### src/rtl/core/stmr_pkg.sv
// ----------------------------------------------------------------------------
// stmr_pkg
// shared request codes, pipeline stage records and the master color table
// ----------------------------------------------------------------------------
package stmr_pkg;

    // request codes
    localparam logic [2:0] REQ_RENDER  = 3'd0;
    localparam logic [2:0] REQ_TILE    = 3'd1;
    localparam logic [2:0] REQ_ATTR    = 3'd2;
    localparam logic [2:0] REQ_PATTERN = 3'd3;
    localparam logic [2:0] REQ_PALETTE = 3'd4;

    // one incoming request
    typedef struct packed {
        logic [2:0] req_type;
        logic [7:0] screen_x;
        logic [7:0] screen_y;
        logic       page;
        logic [4:0] col;
        logic [4:0] row;
        logic [7:0] tile_value;
        logic [7:0] pattern_tile;
        logic [3:0] pattern_byte;
        logic [1:0] palette_sel;
        logic [1:0] color_slot;
        logic [5:0] color_code;
    } req_t;

    // after tile map and attribute lookup
    typedef struct packed {
        logic       valid;
        req_t       req;
        logic [2:0] px;
        logic [2:0] py;
        logic [7:0] tidx;
        logic [1:0] attr;
    } stage1_t;

    // after pattern lookup
    typedef struct packed {
        logic       valid;
        logic [2:0] kind;
        logic [1:0] palette_sel;
        logic [1:0] color_slot;
        logic [5:0] color_code;
        logic [1:0] px;
        logic [1:0] attr;
        logic       in_range;
        logic [7:0] pbyte;
    } stage2_t;

    // after palette lookup, render requests only
    typedef struct packed {
        logic       valid;
        logic [5:0] shown;
    } stage3_t;

    localparam logic [23:0] MASTER_RGB [64] = '{
        24'h626262, 24'h001FB2, 24'h2400C8, 24'h5200B2,
        24'h730076, 24'h800024, 24'h730B00, 24'h522800,
        24'h244400, 24'h538E53, 24'h005C00, 24'h005324,
        24'h7092B2, 24'h000000, 24'h000000, 24'h000000,
        24'hABABAB, 24'h0D57FF, 24'h4B30FF, 24'h8A13FF,
        24'hBC01D6, 24'hD21269, 24'hC72E00, 24'h9D5400,
        24'h607B00, 24'h209800, 24'h00A300, 24'h009942,
        24'h007DB4, 24'h000000, 24'h000000, 24'h000000,
        24'hFFFFFF, 24'h53AEFF, 24'h9085FF, 24'hD365FF,
        24'hFF57FF, 24'hFF5DCF, 24'hFF7757, 24'hFA9E00,
        24'hBDC700, 24'h7AE700, 24'h43F611, 24'h26EF7E,
        24'h2CD5F6, 24'h515151, 24'h000000, 24'h000000,
        24'hFFFFFF, 24'hB6E1FF, 24'hCED1FF, 24'hE9C3FF,
        24'hFFBCFF, 24'hFFBDF4, 24'hFFC6C3, 24'hFFD59A,
        24'hE9E681, 24'hCEF481, 24'hB6FB9A, 24'hA9FAC3,
        24'hA9F0F4, 24'hB8B8B8, 24'h000000, 24'h000000
    };

    function automatic logic [23:0] rgb_lookup(input logic [5:0] code);
        return MASTER_RGB[code];
    endfunction

endpackage

### src/rtl/core/stmr_color_stage.sv
// ----------------------------------------------------------------------------
// stmr_color_stage
// pixel bit pick, background palettes, third pipeline register
// ----------------------------------------------------------------------------
module stmr_color_stage (
    input  logic                aclk,
    input  logic                aresetn,
    input  logic                adv,
    input  stmr_pkg::stage2_t   s2,
    output stmr_pkg::stage3_t   s3
);
    import stmr_pkg::*;

    logic [5:0] pal_reg [16];

    logic [1:0] pix;
    logic [3:0] pal_idx;
    logic       pal_we;

    logic       v3_reg;
    logic [5:0] shown_reg;

    always_comb begin
        unique case (s2.px)
            2'd0:    pix = s2.pbyte[7:6];
            2'd1:    pix = s2.pbyte[5:4];
            2'd2:    pix = s2.pbyte[3:2];
            default: pix = s2.pbyte[1:0];
        endcase
        if (!s2.in_range) begin
            pix = 2'd0;
        end
        // pixel value zero always shows the backdrop entry
        pal_idx = (pix == 2'd0) ? 4'd0 : {s2.attr, pix};
        pal_we  = adv && s2.valid && (s2.kind == REQ_PALETTE);
    end

    always_ff @(posedge aclk) begin
        if (!aresetn) begin
            for (int i = 0; i < 16; i++) begin
                pal_reg[i] <= '0;
            end
        end else if (pal_we) begin
            pal_reg[{s2.palette_sel, s2.color_slot}] <= s2.color_code;
        end
    end

    always_ff @(posedge aclk) begin
        if (adv) begin
            shown_reg <= pal_reg[pal_idx];
        end
    end

    always_ff @(posedge aclk) begin
        if (!aresetn) begin
            v3_reg <= 1'b0;
        end else if (adv) begin
            v3_reg <= s2.valid && (s2.kind == REQ_RENDER);
        end
    end

    assign s3 = '{valid: v3_reg, shown: shown_reg};

endmodule

### config.mk
export PLATFORM = sky130hd
export DESIGN_NAME = stmr_color_stage
export DESIGN_NICKNAME = d
export VERILOG_FILES = /design/src/rtl/core/stmr_pkg.sv /design/src/rtl/core/stmr_color_stage.sv
export SDC_FILE = /design/constraint.sdc
export NUM_CORES = 1
export LEC_CHECK = 0
export ABC_AREA = 0
export BUFFER_PORTS_ARGS = -buffer_cell sky130_fd_sc_hd__clkbuf_2
export CAP_MARGIN = 5
export CORE_MARGIN = 3
export CORE_UTILIZATION = 60
export DETAILED_ROUTE_END_ITERATION = 7
export PLACE_DENSITY = 0.8
export SKIP_CTS_REPAIR_TIMING = 1
export SLEW_MARGIN = 0
export SYNTH_ARGS = -nofsm -noshare
export SYNTH_HDL_FRONTEND = slang
export SYNTH_SLANG_ARGS = --single-unit
### constraint.sdc
create_clock -name aclk -period 6.25 [get_ports aclk]
set_input_delay 0.625 -clock aclk [delete_from_list [all_inputs] [get_ports aclk]]
set_output_delay 0.625 -clock aclk [all_outputs]
set_load 0.02 [all_outputs]
==> results.env, run 1 <==
SYNTH_TOP_AREA_SHARE=0.618
SEQ_AREA_UM2=2540
YOSYS.CELL_COUNT.TOP_TYPE='sky130_fd_sc_hd__edfxtp_1'
SYN2LAYOUT_AREA_GROWTH_PCT=8.89
AVGROUTEDWIREPERCELL_UM=19.5
HOLDPATHSTAGES=2
FF2FF_PATH_DEPTH=3
RUN_STATUS='complete, no violations'
FIN_TOTAL_PWR_W=0.00114
WORST_SETUP_SLACK_FINAL_PS=3550
DIE_Y_UM=88.5
PORT_BUFFERS=36
CP_DATA_ARRIVAL_TIME_PS=2810
POWER_PER_CELL_AREA_nW_PER_UM2=258
RELATIVE_MAX_TRANSITION_MARGIN=0.181
GRT_PASS1_WL_UM=13200
SYN-CELL-AREA_UM2=4080
AREA_INSIDE_THE_CORE_BOUNDARY_UM2=6460
FINCLKSKEW_PS=12.4
ENDPOINT_KIND='flip-flop'
BOUNDARYPINS=37
TRITONCTS.NUM_BUFFERS=9
FINAL.FILL_COUNT=454
WORST-PATH-MAX-FANOUT=24
CRITICAL_PATH.STARTPOINT_TYPE='input port'
FF2FF_SETUP_SLACK_PS=4510
SYNTH_FF_TYPE='sky130_fd_sc_hd__edfxtp_1'
AVERAGE_CELL_AREA_AFTER_SYNTHESIS_UM2=13.0
TOTALWIRELENGTH_UM=8230
CELLS_TAKING_THE_MOST_AREA_AFTER_SYNTHESIS='sky130_fd_sc_hd__edfxtp_1, sky130_fd_sc_hd__and2_1, sky130_fd_sc_hd__mux2i_1, sky130_fd_sc_hd__mux4_1, sky130_fd_sc_hd__nand2b_1'
NUM_ANTENNA_CELLS=0
SYNTHARSTFLOPSHARE=0
LEAKAGE_nW=1.61
TIMING.FINAL.SETUP_VIOLATIONS=0
POST-SYNTH-TOP-AREA-CELL='sky130_fd_sc_hd__edfxtp_1'
DRT_ITER0_DRC=265
POSTROUTEANTENNANETS=0
LAYOUT_WORST_PATH_CYCLE_SHARE=0.432
SYNTH_CELL_TYPE_COUNT=36
MULTI_INPUT_AREA_UM2=1440
FINISH.CELL_COUNT_WITHOUT_FILLERS=422
SYNTH_FA_HA_AREA_FRAC=0
SYNTH_ENABLE_FLOP_CELLS=84
SYNTH_SEQ_AREA_SHARE=0.623
SYN-NUM-NETS=345
LAST_ELEMENT_OF_THE_CRITICAL_PATH='shown_reg[4]'
GLOBAL_ROUTE.USAGE.TOTAL=0.236
TRITONCTS='built'
DETAIL_ROUTE.FIRST_PASS.ITERATIONS=4
TIMING.CRITICAL_PATH.REQUIRED_PS=6360
SHARE_OF_THE_SYNTHESIZED_AREA_IN_COMPOUND_GATES_AO_OA_AOI_OAI=0.0776
ANTENNA_FOUND_INITIAL=0
FLOORPLAN.INITIALDENSITY=0.632
CTS_MAX_LEVEL=3
DP_CELL_COUNT=407
REGTOREGSTARTPOINT='pal_reg[2][3]'
NUMBER_OF_FLIP_FLOPS_IN_THE_LARGEST_REGISTER=78
YOSYSWARNINGCOUNT=0
DRT-VIAS-PER-INSTANCE=6.00
YOSYS-TOP-CELLS-COUNT='sky130_fd_sc_hd__edfxtp_1, sky130_fd_sc_hd__and2_1, sky130_fd_sc_hd__mux2i_1, sky130_fd_sc_hd__nand2_1, sky130_fd_sc_hd__clkbuf_1'
CAP_VIOLATIONS=0
DESIGN.FINAL.NETS=371
TIMING.SETUP.TNS_PS=0
CLKSLEWWORSTSETUPHOLDPATHS_PS=80
LARGEST_NET_DEGREE_AT_THE_START_OF_GLOBAL_ROUTING=45
CLOCK_ROOT_BUFFER_MASTER='sky130_fd_sc_hd__clkbuf_8'
SYN-INSTANCE-COUNT=315
PRE_CTS_SLACK_PS=3230
YOSYS.AREA_SHARE.SIMPLE=0.199
MAX-VDD-IR-DROP_uV=176
GRT_SETUP_UNREPAIRED='no'
R2R-END='shown_reg[3]'
CLOCK_INSERTION_DELAY_WORST_SKEW_PS=360
SYNTHXORXNORAREAFRAC=0
FIRST_GLOBAL_VIAS=2540
CRIT_START='s2[12]'
WORST-SLEW-PIN-TRANSITION_PS=1230
FINALHOLDVIOLCOUNT=0
YS_SEQ_ELEMENTS=85
CTS.SINKS=85
CRITICALPATHCATEGORY='input port to flip-flop'
DRIVE_GT1_FRAC=0.159
DIE_WIDTH_UM=88.5
FMAX_MHz=370
WORST_HOLD_PATH_TYPE='flip-flop to flip-flop'
COMBINATIONAL_FAMILY_WITH_THE_MOST_AREA_AFTER_SYNTHESIS='simple AND/OR/NAND/NOR gates'
SLEW_VIOL_FINAL=0
DIE-AREA_UM2=7830
CLOCKBUFFERDEPTH=2
DR_TOTAL_VIAS=2531
MIN_PERIOD_PS=2700
ROW_COUNT=29
GPL.FINAL_WEIGHTED_CONGESTION=0.817
MUXSHAREOFSYNTHAREA=0.0748
DETAIL_ROUTE.DRC_VIOLATIONS=0
GRT.OVERFLOW.TOTAL=0
DETAILEDPLACEMENTHPWL_UM=5690
==> power breakdown <==
part | internal (W) | switching, W
clock | 0.000178 | 0.000189
sequential | 0.000656 | 0.00000908
combinational | 0.0000409 | 0.0000701
==> logic make-up (layout without fill, tap and decap cells) <==
kind of cell	after synthesis	after routing
flip-flops	85	85
AO/OA/AOI/OAI	44	44
buffers and inverters	22	52
AND/OR/NAND/NOR	141	141
multiplexers	23	23
==> cells in the final DEF (no fill, tap or decap), drive strengths merged, types with 6 or more instances in the layout <==
cell type,n
a31oi,6
and2,79
clkbuf,45
edfxtp,84
mux2i,17
nand2,17
nand2b,12
nor2,13
o21ai,10
o221ai,6
o22a,6
==> critical path: stages <==
cell	delay, ps
sky130_fd_sc_hd__clkbuf_2	130
sky130_fd_sc_hd__mux2i_1	140
sky130_fd_sc_hd__o22ai_2	870
sky130_fd_sc_hd__mux2_2	420
sky130_fd_sc_hd__a221o_1	350
sky130_fd_sc_hd__a311o_1	260
==> stage by stage <==
step | hold WS (ps) | util | area (µm²)
final | 490 | 0.688 | 4440
after global routing | 541 | 0.688 | 4440
after CTS | 495 | 0.688 | 4440
after detailed placement | 477 | 0.660 | 4260
after global placement | 470 | 0.660 | 4260
after floorplan | 454 | - | 4080
==> area by class of cell <==
type                       instances  share of cell area
sequential                        85               0.572
tap                               77              0.0217
timing repair buffer              36              0.0406
clock inverter                     6              0.0124
multi-input combinational        208               0.324
inverter                           1            0.000845
clock buffer                       9              0.0279
==> per-layer routing <==
layer,vias up,global-route usage,wire length (µm)
li1,1213,-,-
met1,1189,0.316,3480
met2,108,0.354,3700
met3,21,0.0642,736
met4,0,0.128,314
met5,-,0,0
==> worst min-delay path by stage <==
stage | endpoint | from | slack (ps)
2_1_floorplan | v3_reg | v3_reg | 450
3_3_place_gp | v3_reg | v3_reg | 470
3_5_place_dp | v3_reg | v3_reg | 480
4_1_cts | v3_reg | v3_reg | 500
5_1_grt | v3_reg | v3_reg | 540
6_report | v3_reg | v3_reg | 490
No activity file was read; power rests on OpenSTA's default activity.
==> run 2, diff against run 1 <==
--- a/config.mk
+++ b/config.mk
@@ -9,9 +9,9 @@
 export BUFFER_PORTS_ARGS = -buffer_cell sky130_fd_sc_hd__clkbuf_2
 export CAP_MARGIN = 5
 export CORE_MARGIN = 3
-export CORE_UTILIZATION = 60
+export CORE_UTILIZATION = 53
 export DETAILED_ROUTE_END_ITERATION = 7
-export PLACE_DENSITY = 0.8
+export PLACE_DENSITY = 0.75
 export SKIP_CTS_REPAIR_TIMING = 1
 export SLEW_MARGIN = 0
 export SYNTH_ARGS = -nofsm -noshare
==> constraint.sdc (replaced) <==
create_clock -name aclk -period 2.2 [get_ports aclk]
set_input_delay 0.22 -clock aclk [delete_from_list [all_inputs] [get_ports aclk]]
set_output_delay 0.22 -clock aclk [all_outputs]
set_load 0.02 [all_outputs]
==> results.env, run 2 (synthesis results as in run 1) <==
WORST-SLEW-PIN-TRANSITION_PS=431  # -798 ps
AVGROUTEDWIREPERCELL_UM=18.9  # -3.3%
CLOCK_INSERTION_DELAY_WORST_SKEW_PS=360  # about the same
LAYOUT_WORST_PATH_CYCLE_SHARE=0.862
FINCLKSKEW_PS=10.9  # -1.44 ps
TRITONCTS.NUM_BUFFERS=9  # unchanged
GRT_PASS1_WL_UM=13800  # +4.1%
DIE_WIDTH_UM=93.7  # +6.0%
TRITONCTS='built'
LAYOUT_COMMONEST_CELL='sky130_fd_sc_hd__edfxtp_1'
FF2FF_PATH_DEPTH=3  # unchanged
REGTOREGSTARTPOINT='pal_reg[2][1]'
HOLDPATHSTAGES=3  # +1
DESIGN.FINAL.NETS=393  # +5.9%
NUMBER_OF_FLIP_FLOPS_IN_THE_LARGEST_REGISTER=78  # unchanged
CTS.SINKS=85  # unchanged
MAX-VDD-IR-DROP_uV=410  # +130%
SLEW_VIOL_FINAL=0  # unchanged
POSTROUTEANTENNANETS=0  # unchanged
R2R-END='shown_reg[1]'
LARGEST_NET_DEGREE_AT_THE_START_OF_GLOBAL_ROUTING=24  # -47%
CP_DATA_ARRIVAL_TIME_PS=1990  # -820 ps
FIRST_GLOBAL_VIAS=2584  # +1.7%
DRT_ITER0_DRC=199  # -25%
PORT_BUFFERS=36  # unchanged
CP_CELL_SEQUENCE='clkbuf_2, mux2i_1, o22a_4, mux4_2, a221oi_1, o221ai_1'
FF2FF_SETUP_SLACK_PS=500  # -4010 ps
TIMING.CRITICAL_PATH.REQUIRED_PS=2300  # -4060 ps
CP_NUM_BUF_INV=1  # unchanged
MIN_PERIOD_PS=1900
ENDPOINT_KIND='flip-flop'
PRE_CTS_SLACK_PS=-63.4  # -3290 ps
DETAIL_ROUTE.DRC_VIOLATIONS=0  # unchanged
AREA_INSIDE_THE_CORE_BOUNDARY_UM2=7370  # +14%
FMAX_MHz=528
LEAKAGE_nW=1.74  # +7.7%
DP_CELL_COUNT=451  # +11%
GLOBAL_ROUTE.USAGE.TOTAL=0.215  # -0.0205
SYN2LAYOUT_AREA_GROWTH_PCT=14.5
FINAL_CELL_MIX='sky130_fd_sc_hd__edfxtp_1, sky130_fd_sc_hd__and2_1, sky130_fd_sc_hd__clkbuf_2'
SEQ_AREA_UM2=2540  # unchanged
P_CLK_FRAC=0.335  # +0.014
DRT-VIAS-PER-INSTANCE=5.73  # -4.4%
BOUNDARYPINS=37  # unchanged
FINALHOLDVIOLCOUNT=0  # unchanged
SLOWEST_CELL_ON_CRIT_PATH='sky130_fd_sc_hd__mux4_2'
WORST_SETUP_SLACK_FINAL_PS=304  # -3240 ps
WORSTSETUPPATHDEPTH=6  # unchanged
DIE-AREA_UM2=8790  # +12%
CTS_MAX_LEVEL=3  # unchanged
RELATIVE_MAX_TRANSITION_MARGIN=0.713  # +0.532
CELLINTERNALPOWER_W=0.00255  # +190%
SLOWEST_DELAY_PS=510  # -360 ps
NET-SWITCHING-POWER_W=0.000825  # +210%
WORST_HOLD_PATH_TYPE='input port to flip-flop'
FINISH.CELL_COUNT_WITHOUT_FILLERS=467  # +11%
LAST_ELEMENT_OF_THE_CRITICAL_PATH='shown_reg[1]'
FLOORPLAN.INITIALDENSITY=0.554  # -0.0781
CRITICALPATHCATEGORY='input port to flip-flop'
GRT_SETUP_UNREPAIRED='no'
POWER.SHARE.COMBINATIONAL=0.103  # +0.006
SEQPWRFRAC=0.562  # -0.020
ROW_COUNT=31  # +6.9%
TIMING.FINAL.SETUP_VIOLATIONS=0  # unchanged
CLOCKBUFFERDEPTH=2  # unchanged
CAP_VIOLATIONS=0  # unchanged
CLOCK_ROOT_BUFFER_MASTER='sky130_fd_sc_hd__clkbuf_8'
MULTI_INPUT_AREA_UM2=1440  # unchanged
DRIVE_GT1_FRAC=0.217  # +0.0580
DETAIL_ROUTE.FIRST_PASS.ITERATIONS=5  # +1
ANTENNA_FOUND_INITIAL=0  # unchanged
GRT.OVERFLOW.TOTAL=0  # unchanged
POWER_PER_CELL_AREA_nW_PER_UM2=722  # +180%
SWITCHING_SHARE=0.245  # +0.00975
FINAL.FILL_COUNT=586  # +29%
CLKSLEWWORSTSETUPHOLDPATHS_PS=90  # about the same
DETAILEDPLACEMENTHPWL_UM=6310  # +11%
TOTALWIRELENGTH_UM=8810  # +7.0%
RUN_STATUS='complete, no violations'
GPL.FINAL_WEIGHTED_CONGESTION=0.831  # +1.7%
DIE_Y_UM=93.7  # +6.0%
WORST-PATH-MAX-FANOUT=7  # -71%
CRITICAL-PATH-TOP-DELAY-FAMILY='multiplexers'
CRIT_START='s2[12]'
NUM_ANTENNA_CELLS=0  # unchanged
CRITICAL_PATH.STARTPOINT_TYPE='input port'
DR_TOTAL_VIAS=2677  # +5.8%
==> run 2: cell types whose count changed in the layout (fill, tap and decap cells not counted) <==
cell	change
sky130_fd_sc_hd__buf_12	+1
sky130_fd_sc_hd__buf_4	+21
sky130_fd_sc_hd__clkinv_1	-2
sky130_fd_sc_hd__clkinv_2	-1
sky130_fd_sc_hd__inv_6	+3
sky130_fd_sc_hd__inv_8	+1
==> run 2: worst register-to-register path, stage by stage (launching register included) <==
cell                       delay [ps]
sky130_fd_sc_hd__edfxtp_1         420
sky130_fd_sc_hd__mux4_2           470
sky130_fd_sc_hd__a221oi_1         370
sky130_fd_sc_hd__o221ai_1         180
==> run 2: layout make-up <==
class / count / share of cell area
Clock inverter: 7 / 0.0171
Inverter: 1 / 0.000803
Tap cell: 99 / 0.0265
Sequential cell: 85 / 0.544
Timing Repair Buffer: 58 / 0.0766
Clock buffer: 9 / 0.0265
Multi-Input combinational cell: 208 / 0.308
==> run 2: worst min-delay path by stage <==
| stage | end | slack [ps] | start |
|---|---|---|---|
| 2_1_floorplan | shown_reg[0] | 330 | adv |
| 3_3_place_gp | v3_reg | 470 | v3_reg |
| 3_5_place_dp | v3_reg | 480 | v3_reg |
| 4_1_cts | v3_reg | 160 | s2[25] |
| 5_1_grt | v3_reg | 170 | s2[25] |
| 6_report | v3_reg | 160 | s2[25] |
==> run 2: stage by stage <==
step	TNS, ps	util	hold WS (ps)	cell area [µm²]	power, W
after floorplan	0	-	332	4080	0.00213
after global placement	0	0.606	470	4470	0.00227
after detailed placement	-63.4	0.606	482	4470	0.00228
after CTS	0	0.634	159	4670	0.00337
after global routing	0	0.634	169	4670	0.00348
final	0	0.634	157	4670	0.00337
==> run 2: routing by layer <==
layer / track usage / wire length [µm] / vias to the layer above
met2: 0.339 / 4140 / 113
met3: 0.0489 / 716 / 14
met1: 0.294 / 3790 / 1288
met4: 0.0794 / 167 / 0
met5: 0 / 0 / -
li1: - / - / 1262
==> run 2: power by group through the flow <==
stage	combinational [W]	sequential [W]	clock, W
global placement	0.000336	0.00193	0
CTS	0.000346	0.00190	0.00113
finish	0.000347	0.00190	0.00113
global route	0.000376	0.00190	0.00121
floorplan	0.000195	0.00193	0
detailed placement	0.000344	0.00193	0
